`src/hw/rtl/lars_pkg.sv`:
```
// ---------------------------------------------------------------------------
// lars_pkg: shared types for the Life row step block
// Cell control, neighbor exchange and result entry types.
// ---------------------------------------------------------------------------
package lars_pkg;

  localparam int DATA_W = 64;
  localparam int GW_W   = 7;

  typedef struct packed {
    logic shift;
    logic clear;
  } cell_ctrl_t;

  typedef struct packed {
    logic up;
    logic mid;
    logic row;
  } nbr_t;

  typedef struct packed {
    logic [DATA_W-1:0] cells;
    logic              last;
  } out_item_t;

endpackage

```
`src/hw/rtl/lars_cell.sv`:
```
// ---------------------------------------------------------------------------
// lars_cell: one column of the Life row chain
// Holds the column's bits of the two previous rows, shares them with both
// neighbors and forms the next-generation bit for the row above and the row
// arriving now.
// ---------------------------------------------------------------------------
module lars_cell (
  input  logic              clk,
  input  logic              rst,
  input  lars_pkg::cell_ctrl_t ctrl,
  input  logic              en,
  input  logic              row_bit,
  input  lars_pkg::nbr_t    left,
  input  lars_pkg::nbr_t    right,
  output lars_pkg::nbr_t    self_bits,
  output logic              next_a,
  output logic              next_b
);
  import lars_pkg::*;

  localparam logic [3:0] BIRTH_COUNT   = 4'd3;
  localparam logic [3:0] SURVIVE_COUNT = 4'd2;

  logic upper;
  logic middle;
  logic [3:0] count_a;
  logic [3:0] count_b;

  always_ff @(posedge clk) begin
    if (rst || ctrl.clear) begin
      upper  <= 1'b0;
      middle <= 1'b0;
    end else if (ctrl.shift) begin
      upper  <= middle;
      middle <= row_bit;
    end
  end

  assign self_bits.up  = upper & en;
  assign self_bits.mid = middle & en;
  assign self_bits.row = row_bit & en;

  always_comb begin
    count_a = 4'($countones({left.up, self_bits.up, right.up,
                             left.row, self_bits.row, right.row,
                             left.mid, right.mid}));
    count_b = 4'($countones({left.mid, self_bits.mid, right.mid,
                             left.row, right.row}));
    next_a = en & ((count_a == BIRTH_COUNT) ||
                   ((count_a == SURVIVE_COUNT) && self_bits.mid));
    next_b = en & ((count_b == BIRTH_COUNT) ||
                   ((count_b == SURVIVE_COUNT) && self_bits.row));
  end

endmodule

```
`src/hw/rtl/lars_out_queue.sv`:
```
// ---------------------------------------------------------------------------
// lars_out_queue: three-entry result queue
// Takes up to two results per cycle and presents the oldest on the output.
// ---------------------------------------------------------------------------
module lars_out_queue (
  input  logic                 clk,
  input  logic                 rst,
  input  logic                 push_a,
  input  lars_pkg::out_item_t  item_a,
  input  logic                 push_b,
  input  lars_pkg::out_item_t  item_b,
  input  logic                 take,
  output logic                 has_room,
  output logic                 head_valid,
  output lars_pkg::out_item_t  head
);
  import lars_pkg::*;

  localparam int DEPTH = 3;

  out_item_t  q [DEPTH];
  out_item_t  q_next [DEPTH];
  logic [1:0] count;
  logic [1:0] count_next;
  logic [1:0] base;
  logic       pop;

  assign head_valid = (count != 2'd0);
  assign head       = q[0];
  assign has_room   = (count <= 2'd1);
  assign pop        = head_valid & take;

  always_comb begin
    base = count - {1'b0, pop};
    for (int i = 0; i < DEPTH; i++) begin
      if (pop && (i < DEPTH - 1)) begin
        q_next[i] = q[i+1];
      end else begin
        q_next[i] = q[i];
      end
      if (push_a && (base == 2'(i))) begin
        q_next[i] = item_a;
      end
      if (push_b && ((base + 2'd1) == 2'(i))) begin
        q_next[i] = item_b;
      end
    end
    count_next = base + {1'b0, push_a} + {1'b0, push_b};
  end

  always_ff @(posedge clk) begin
    if (rst) begin
      count <= 2'd0;
    end else begin
      count <= count_next;
    end
  end

  always_ff @(posedge clk) begin
    for (int i = 0; i < DEPTH; i++) begin
      q[i] <= q_next[i];
    end
  end

endmodule

```
`src/hw/rtl/life_automaton_row_step.sv`:
```
// ---------------------------------------------------------------------------
// life_automaton_row_step: one Life generation, one grid row per item
// A cell chain holds the two previous rows; each row but a frame's first yields
// the next generation of the row above, and the bottom row also its own.
// ---------------------------------------------------------------------------
//  Channel  Direction  Contents
//  s_*      in         tdata = row_cells[63:0], tlast = last_row
//  m_*      out        tdata = next_cells[63:0], tlast = frame_end
//  cfg_*    in         cfg_wr_data = grid_width[6:0], taken when cfg_wr_en
//
// One row is taken per cycle while the queue has room; its results are
// registered and appear on the next cycle. The bottom row gives two results,
// so the next row waits until one is taken. Input is taken while at most one
// result is queued, so a stalled output holds the input off once two results are
// waiting; the third queue entry takes the second result of a bottom row.
// Reset clears the held rows and the queue and sets grid_width to 64.
// ---------------------------------------------------------------------------
module life_automaton_row_step #(
  parameter int MAX_WIDTH = 64
) (
  input  logic                         clk,
  input  logic                         rst,
  input  logic                         s_tvalid,
  output logic                         s_tready,
  input  logic [lars_pkg::DATA_W-1:0]  s_tdata,   // row_cells[63:0]
  input  logic                         s_tlast,
  output logic                         m_tvalid,
  input  logic                         m_tready,
  output logic [lars_pkg::DATA_W-1:0]  m_tdata,   // next_cells[63:0]
  output logic                         m_tlast,
  input  logic                         cfg_wr_en,
  input  logic [lars_pkg::GW_W-1:0]    cfg_wr_data
);
  import lars_pkg::*;

  logic [GW_W-1:0]      grid_width;
  logic [1:0]           rows_held;
  logic [1:0]           rows_held_next;
  logic                 accept;
  cell_ctrl_t           ctrl;
  nbr_t                 self_bits [MAX_WIDTH];
  logic [MAX_WIDTH-1:0] col_en;
  logic [MAX_WIDTH-1:0] next_a;
  logic [MAX_WIDTH-1:0] next_b;
  logic [DATA_W-1:0]    wide_a;
  logic [DATA_W-1:0]    wide_b;
  logic                 push_a;
  logic                 push_b;
  out_item_t            item_a;
  out_item_t            item_b;
  out_item_t            head;
  logic                 has_room;

  always_ff @(posedge clk) begin
    if (rst) begin
      grid_width <= GW_W'(64);
    end else if (cfg_wr_en) begin
      grid_width <= cfg_wr_data;
    end
  end

  assign s_tready = has_room;
  assign accept   = s_tvalid & has_room;

  assign ctrl.shift = accept & ~s_tlast;
  assign ctrl.clear = accept & s_tlast;

  always_comb begin
    rows_held_next = rows_held;
    if (ctrl.clear) begin
      rows_held_next = 2'd0;
    end else if (ctrl.shift) begin
      rows_held_next = (rows_held == 2'd0) ? 2'd1 : 2'd2;
    end
  end

  always_ff @(posedge clk) begin
    if (rst) begin
      rows_held <= 2'd0;
    end else begin
      rows_held <= rows_held_next;
    end
  end

  for (genvar k = 0; k < MAX_WIDTH; k++) begin : g_col
    nbr_t left;
    nbr_t right;

    assign col_en[k] = (GW_W'(k) < grid_width);

    if (k == 0) begin : g_lo
      assign left = '0;
    end else begin : g_lo_n
      assign left = self_bits[k-1];
    end

    if (k == MAX_WIDTH - 1) begin : g_hi
      assign right = '0;
    end else begin : g_hi_n
      assign right = self_bits[k+1];
    end

    lars_cell u_cell (
      .clk       (clk),
      .rst       (rst),
      .ctrl      (ctrl),
      .en        (col_en[k]),
      .row_bit   (s_tdata[k]),
      .left      (left),
      .right     (right),
      .self_bits (self_bits[k]),
      .next_a    (next_a[k]),
      .next_b    (next_b[k])
    );
  end

  if (MAX_WIDTH < DATA_W) begin : g_pad
    assign wide_a = {{(DATA_W - MAX_WIDTH){1'b0}}, next_a};
    assign wide_b = {{(DATA_W - MAX_WIDTH){1'b0}}, next_b};
  end else begin : g_full
    assign wide_a = next_a;
    assign wide_b = next_b;
  end

  // With no rows held the middle row is dead, so the second-result cells give
  // the single-row result directly.
  always_comb begin
    push_a = accept & ((rows_held != 2'd0) | s_tlast);
    push_b = accept & (rows_held != 2'd0) & s_tlast;
    if (rows_held != 2'd0) begin
      item_a.cells = wide_a;
      item_a.last  = 1'b0;
    end else begin
      item_a.cells = wide_b;
      item_a.last  = 1'b1;
    end
    item_b.cells = wide_b;
    item_b.last  = 1'b1;
  end

  lars_out_queue u_queue (
    .clk        (clk),
    .rst        (rst),
    .push_a     (push_a),
    .item_a     (item_a),
    .push_b     (push_b),
    .item_b     (item_b),
    .take       (m_tready),
    .has_room   (has_room),
    .head_valid (m_tvalid),
    .head       (head)
  );

  assign m_tdata = head.cells;
  assign m_tlast = head.last;

endmodule

```
`config.mk`:
```
export PLATFORM = sky130hd
export DESIGN_NAME = life_automaton_row_step
export DESIGN_NICKNAME = d
export VERILOG_FILES = /design/src/hw/rtl/lars_pkg.sv /design/src/hw/rtl/lars_cell.sv /design/src/hw/rtl/lars_out_queue.sv /design/src/hw/rtl/life_automaton_row_step.sv
export SDC_FILE = /design/constraint.sdc
export NUM_CORES = 1
export LEC_CHECK = 0
export ABC_AREA = 1
export ABC_CLOCK_PERIOD_IN_PS = 13000
export CAP_MARGIN = 10
export CORE_MARGIN = 2
export CORE_UTILIZATION = 45
export DETAILED_ROUTE_END_ITERATION = 7
export DONT_BUFFER_PORTS = 1
export PLACE_DENSITY_LB_ADDON = 0.2
export SYNTH_ARGS = -nofsm -noshare
export SYNTH_HDL_FRONTEND = slang
export SYNTH_SLANG_ARGS = --single-unit
```
`constraint.sdc`:
```
create_clock -name clk -period 13 [get_ports clk]
set_input_delay 2.6 -clock clk [delete_from_list [all_inputs] [get_ports clk]]
set_output_delay 2.6 -clock clk [all_outputs]
set_load 0.02 [all_outputs]
```
==> impl_results.md, run 1 <==
* Number of buffers inserted by post-CTS setup repair at 0
* Total of fill cells in the finished design at 7536
* Slack of the worst reg-to-reg path at 7.22 ns
* Synthesized area per cell at 8.294 µm²
* Reg2reg end: u_queue.q[0][89]
* Cell taking the most area after synthesis: fa_1
* Routed vias at 27.58k
* Floorplan die height at 284.5 µm
* CP Data Required Time at 13.33 ns
* Class of the most critical setup path: in2reg
* I/O pin cnt at 144
* Fin crit share at 49.94%
* DR iter-0 viols at 1979
* Peak supply drop at 112.3 µV
* Yosys warnings at 0
* Worst-case reg-to-reg path depth at 19
* Core Region at 0.07772 mm²
* Run status: finished, final reports clean
* Maximum number of pins on one net before global-route repair at 91
* Clock buffer count from CTS at 44
* Number of I/O port buffers at 0
* Crit path capture type: flip-flop
* Dominant cells by area after synthesis: fa_1 21%, edfxtp_1 16%, ha_1 12%
* Post-cts repair resize count at 0
* Largest stage delay, worst path at 0.84 ns
* Worst Setup Start Kind: input pin
* Final global-route overflow total at 0
* Seq/Total Area, Yosys at 24.31%
* Number of remaining DRC errors at 0
* Total detailed-routing wirelength at 102500 µm
* # rows at 102
* Setup TNS at 0 ns
* Deepest clock path buffer count at 3
* Final ANT Viol Nets at 0
* Initial antenna violation count at 6
* Number of synthesized flops with an enable pin at 192
* Worst hold stages at 2
* Number of global-route vias before repair at 27.90k
* Mapped Cells at 4269
* Setup-violating endpoint count in the final report at 0
* Data arrival time of the critical path at 6.82 ns
* Sequence of cells on the critical path: nand2_2 > buf_4 > clkinv_2 > o21ai_1 > inv_1 > nand2_2 > buf_4 > inv_4 > or2_2 > nand3_1 > nand2_1
* Synth async-reset ratio at 0%
* Clock-pin slew on the worst setup and hold paths at 0.06 ns
* Horizontal extent of the die at 284.5 µm
* Family with the most delay on the worst path: buffers and inverters
* Worst reg2reg path startpoint: grid_width[2]
* Netlist area before placement at 0.03541 mm²
* Global-route usage over all layers at 25.72%
* Number of violations of the max-capacitance limit at 0
* Buf/Inv on CP at 5
* Worst Clk Skew at 0.02553 ns
* Clock tree from TritonCTS: built
* Post-synthesis net count at 5074
* Global-route wire length before repair at 163200 µm
* Worst Hold Class: reg2reg
* Synth top cells by count: 779 x inv_1, 672 x nand2_1, 638 x nor2_1
* TritonRoute pass-1 iters at 6
* Max transition margin at 26.84%
* Dpl hpwl at 73810 µm
* Cell variety after synth at 48
* Critical Path Slowest Stage Cell: clkinv_2
* Power per cell area at 167.2 mW/mm²
* Hold_sp: g_col[3].u_cell.upper
* Number of vias per cell at 5.287
* Leak Pwr at 0.01826 µW
* Area share of the largest cell type after synthesis at 21.37%
* Max Clk Rate at 154.0 MHz
* Primary flip-flop cell chosen by synthesis mapping: edfxtp_1
* Clock insertion delay at the later pin of the skew report at 0.58 ns
* Count leader, synth: inv_1
* Crit-path max FO at 89
* Layout cell share with drive strength beyond 1 at 4.217%
* Routed wire length per instance at 19.65 µm
* Minimum period implied by the final worst setup slack at 6.492 ns
* Clock tree root driver cell: clkbuf_16
* Area growth from synthesis to layout at 5.731%
* Slew @ Worst Pin at 1.096 ns
* Max Slew Vio Count at 0
* Final Hold Vio Count at 0
* Setup repair after global routing missed its margin: no
* Global placer's final weighted congestion at 0.8646
* Count of clock tree sinks at 334
* Die Footprint at 0.08095 mm²
* Worst Hold Path EP: g_col[3].u_cell.upper
* Share of the core filled with cells in the final layout at 48.17%
* Initial core utilization at 45.56%
* CTS hold repair buffers at 0
* FF+latch count, synth at 334
* # nets final at 4943
* Number of H-tree levels at 2
## stage by stage
stage,worst slack [ns],hold WS (ns),total power (µW),instance area [µm²],std cells
detailed placement,6.058,0.4558,4988,35940,5132
CTS,6.681,0.4645,6298,37430,5214
global placement,6.096,0.4495,4919,35940,5132
global route,6.360,0.4806,6857,37430,5214
finish,6.508,0.4636,6260,37440,5216
floorplan,6.830,0.4410,4184,35410,4269
## routing by layer
metal	global-route usage (%)	part of all wire [%]	up-vias
li1	-	-	13250
met1	35.64	45	13460
met2	42.10	46	757
met3	4.599	7.0	113
met5	0	0.023	-
met4	5.408	2.1	4
## placed cells by master, fill, tap and decap left out, drive strengths merged, types with 21 or more instances in the layout
cell / netlist / final
nand4: 21 / 21
nor2: 654 / 654
inv: 789 / 789
fa: 378 / 378
nand3: 158 / 158
nor3b: 33 / 33
o2111ai: 47 / 47
xor2: 63 / 63
dfxtp: 142 / 142
nand2: 684 / 684
o21bai: 26 / 26
xnor2: 57 / 57
o211ai: 24 / 24
a21oi: 71 / 71
clkbuf: 90 / 60
ha: 350 / 350
edfxtp: 192 / 192
a211oi: 110 / 110
o21ai: 218 / 218
## report_power, final
part           total [µW]  internal, µW  switching [µW]
Sequential           1890          1550             335
Clock                1290           775             511
Combinational        3090          1070            2020
## tightest hold or removal path, cell delays in order, from the launching register on
cell and delay, ns:
dfxtp_1 0.30, nand2_1 0.06, a21oi_1 0.05
## sequential cells by signal (all words and copies together), names as in the netlist
register,cells
g_col.u_cell.upper,64
u_queue.q,195
u_queue.count,2
grid_width,7
rows_held,2
g_col.u_cell.middle,64
## logic make-up (layout without fill, tap and decap cells)
family | Yosys count | after routing | share of synthesized area (%)
adders and majority gates | 728 | 728 | 33.74
buffers and inverters | 987 | 892 | 11.28
other | 0 | 2 | 0
xor gates and xnor gates | 120 | 120 | 2.968
AOI/OAI and AO/OA | 520 | 520 | 9.293
and+or+nand+nor | 1580 | 1580 | 18.41
DFF | 334 | 334 | 24.31
## worst max-delay path by stage
stage | startpoint | endpoint | depth (start not counted)
2_1_floorplan | m_tready | u_queue.q[0][10] | 11
3_3_place_gp | s_tvalid | u_queue.q[0][54] | 11
3_5_place_dp | s_tvalid | u_queue.q[0][54] | 11
4_1_cts | s_tvalid | u_queue.q[0][54] | 11
5_1_grt | s_tvalid | u_queue.q[0][40] | 12
6_report | s_tvalid | u_queue.q[0][54] | 11
## area by class of cell
cell class / instances / area, µm² / share of cell area [%]
flip-flops and latches: 334 / 8608 / 22.99
multi-input cells: 2948 / 22910 / 61.18
clock inverters: 22 / 240.2 / 0.6417
repair buffers: 19 / 142.6 / 0.3810
clock buffers: 60 / 1255 / 3.352
well taps: 1040 / 1301 / 3.476
diodes: 2 / 5.005 / 0.01337
inverters: 791 / 2980 / 7.961
Power figures use the tool's default switching activity.
==> inputs of run 2 (changes only) <==
Settings changed: ABC_CLOCK_PERIOD_IN_PS 13000 to 6100.
Clock period 13 ns to 6.1 ns, I/O delays scaled along.
==> run 2 against run 1 <==
  * Cell area grew 0.59%
  * Count of clock-buffer cells in the layout grew 7
  * Flip-flop and latch count is the same
  * Die area is the same
  * Register-to-register slack lost 6.2 ns
  * Worst hold slack gained 0.0041 ns
  * Sequential share of layout area shrank 0.13 points
  * Setup slack lost 5.5 ns
==> impl_results.md, run 2 (synthesis gave the netlist of run 1 again) <==
* CTS hold repair buffers at 0
* Slew @ Worst Pin at 1.135 ns
* Max Slew Vio Count at 0
* Final ANT Viol Nets at 0
* Die Footprint at 0.08095 mm²
* Leak Pwr at 0.01838 µW
* Dpl hpwl at 74250 µm
* Final Hold Vio Count at 0
* Non-filler cells in the finished layout at 5239
* Switch share at 45.56%
* Worst Clk Skew at 0.03430 ns
* Number of buffers inserted by post-CTS setup repair at 0
* DR iter-0 viols at 2087
* Worst Setup Start Kind: flip-flop
* Final global-route overflow total at 0
* Minimum period implied by the final worst setup slack at 5.102 ns
* Run status: finished, final reports clean
* Crit path from: grid_width[6]
* # nets final at 4963
* Deepest clock path buffer count at 3
* Clock tree root driver cell: clkbuf_16
* Fin crit share at 83.63%
* Worst-case reg-to-reg path depth at 18
* Global-route usage over all layers at 26.19%
* Post-cts repair resize count at 0
* Routed vias at 27.93k
* Number of remaining DRC errors at 0
* Setup repair after global routing missed its margin: no
* Initial antenna violation count at 9
* CP Data Required Time at 6.43 ns
* Count of clock tree sinks at 334
* Clock-pin slew on the worst setup and hold paths at 0.06 ns
* Net switching component of the power at 6145 µW
* Data arrival time of the critical path at 5.43 ns
* # rows at 102
* Pwr Total at 13490 µW
* Capturing instance or port of the critical path: u_queue.q[0][68]
* Clock network fraction of total power at 21.1%
* Setup-violating endpoint count in the final report at 0
* Maximum number of pins on one net before global-route repair at 98
* Peak supply drop at 290.4 µV
* Routed wire length per instance at 20.00 µm
* Class of the most critical setup path: reg2reg
* Clock insertion delay at the later pin of the skew report at 0.59 ns
* Clock tree from TritonCTS: built
* Global placer's final weighted congestion at 0.8775
* Most frequent cells in the layout: 777 x inv_1, 664 x nand2_1, 635 x nor2_1
* Max Clk Rate at 196.0 MHz
* I/O pin cnt at 144
* Setup TNS at 0 ns
* Number of vias per cell at 5.332
* Total detailed-routing wirelength at 104800 µm
* Reg power frac at 28.7%
* Commonest non-fill, non-tap cell in the layout: inv_1
* Max reg flops at 195
* Part of the total power dissipated in combinational logic at 50.2%
* Max transition margin at 24.36%
* Global-route wire length before repair at 165100 µm
* Crit path capture type: flip-flop
* Number of H-tree levels at 2
* Slack of the worst reg-to-reg path at 1.0 ns
* Core Region at 0.07772 mm²
* TritonRoute pass-1 iters at 6
* Pre-CTS worst setup slack at 1.011 ns
* Layout cell share with drive strength beyond 1 at 4.648%
* Initial core utilization at 45.56%
* Reg2reg end: u_queue.q[0][68]
* Min setup slack post-route at 0.9983 ns
* Crit-path max FO at 19
* Area growth from synthesis to layout at 6.353%
* Clock buffer count from CTS at 45
* Largest Register: u_queue.q
* Instance count after placement with tap cells included at 5151
* Worst reg2reg path startpoint: grid_width[6]
* Internal power at 7344 µW
* Number of global-route vias before repair at 28.24k
* Number of violations of the max-capacitance limit at 0
* Number of I/O port buffers at 0
* Horizontal extent of the die at 284.5 µm
* Worst Hold Class: reg2reg
* Power per cell area at 358.2 mW/mm²
* Registers with the most flip-flops: u_queue.q x195, g_col.u_cell.middle x64, g_col.u_cell.upper x64
* Floorplan die height at 284.5 µm
==> run 2: layout make-up <==
cell class | count | area [µm²]
antenna | 4 | 10.01
clock buffer | 67 | 1301
clock inverter | 17 | 249.0
fill | 7579 | 40060
inverter | 791 | 2980
multi-input combinational | 2948 | 22900
sequential | 334 | 8608
tap | 1040 | 1301
timing repair buffer | 38 | 310.3
==> run 2: how the worst min path moves through the flow <==
| stage | from | end | slack (ns) | depth (start not counted) |
|---|---|---|---|---|
| 2_1_floorplan | g_col[10].u_cell.upper | g_col[10].u_cell.upper | 0.44 | 2 |
| 3_3_place_gp | g_col[12].u_cell.upper | g_col[12].u_cell.upper | 0.45 | 2 |
| 3_5_place_dp | g_col[1].u_cell.upper | g_col[1].u_cell.upper | 0.46 | 2 |
| 4_1_cts | g_col[1].u_cell.upper | g_col[1].u_cell.upper | 0.47 | 2 |
| 5_1_grt | g_col[63].u_cell.upper | g_col[63].u_cell.upper | 0.49 | 2 |
| 6_report | g_col[1].u_cell.upper | g_col[1].u_cell.upper | 0.47 | 2 |
==> run 2: critical path, stage by stage, from the launching register on <==
cell	delay [ns]
dfxtp_1	0.44
nor2_4	0.52
nand2_1	0.33
inv_2	0.27
nand2_1	0.27
nand2_1	0.29
inv_1	0.08
ha_1	0.22
fa_1	0.50
inv_1	0.06
fa_1	0.54
inv_1	0.05
ha_1	0.18
inv_1	0.06
fa_1	0.40
o2111ai_1	0.17
o21ai_1	0.18
o21ai_0	0.20
nand2_1	0.07
==> run 2: through the flow <==
step | cell area (µm²) | hold slack, ns | util [%]
final | 37660 | 0.4676 | 48.45
after floorplan | 35410 | 0.4410 | -
after global placement | 36100 | 0.4514 | 46.45
after global routing | 37650 | 0.4945 | 48.44
after detailed placement | 36100 | 0.4600 | 46.45
after CTS | 37650 | 0.4690 | 48.44
==> run 2: power groups by stage <==
stage / registers, µW / clock network [µW] / logic [µW]
after floorplan: 3520 / 0 / 5400
after global placement: 3910 / 0 / 6640
after detailed placement: 3920 / 0 / 6740
after CTS: 3880 / 2910 / 6790
after global routing: 3940 / 2980 / 7820
final: 3870 / 2850 / 6770
==> run 2: per-layer routing <==
layer	vias to the layer above	wire length, µm	global-route usage (%)	share of wire, %
li1	13280	-	-	-
met1	13640	46030	35.79	44
met2	856	47390	42.34	45
met3	157	8140	4.952	7.8
met4	6	3172	7.461	3.0
met5	-	40	0	0.038
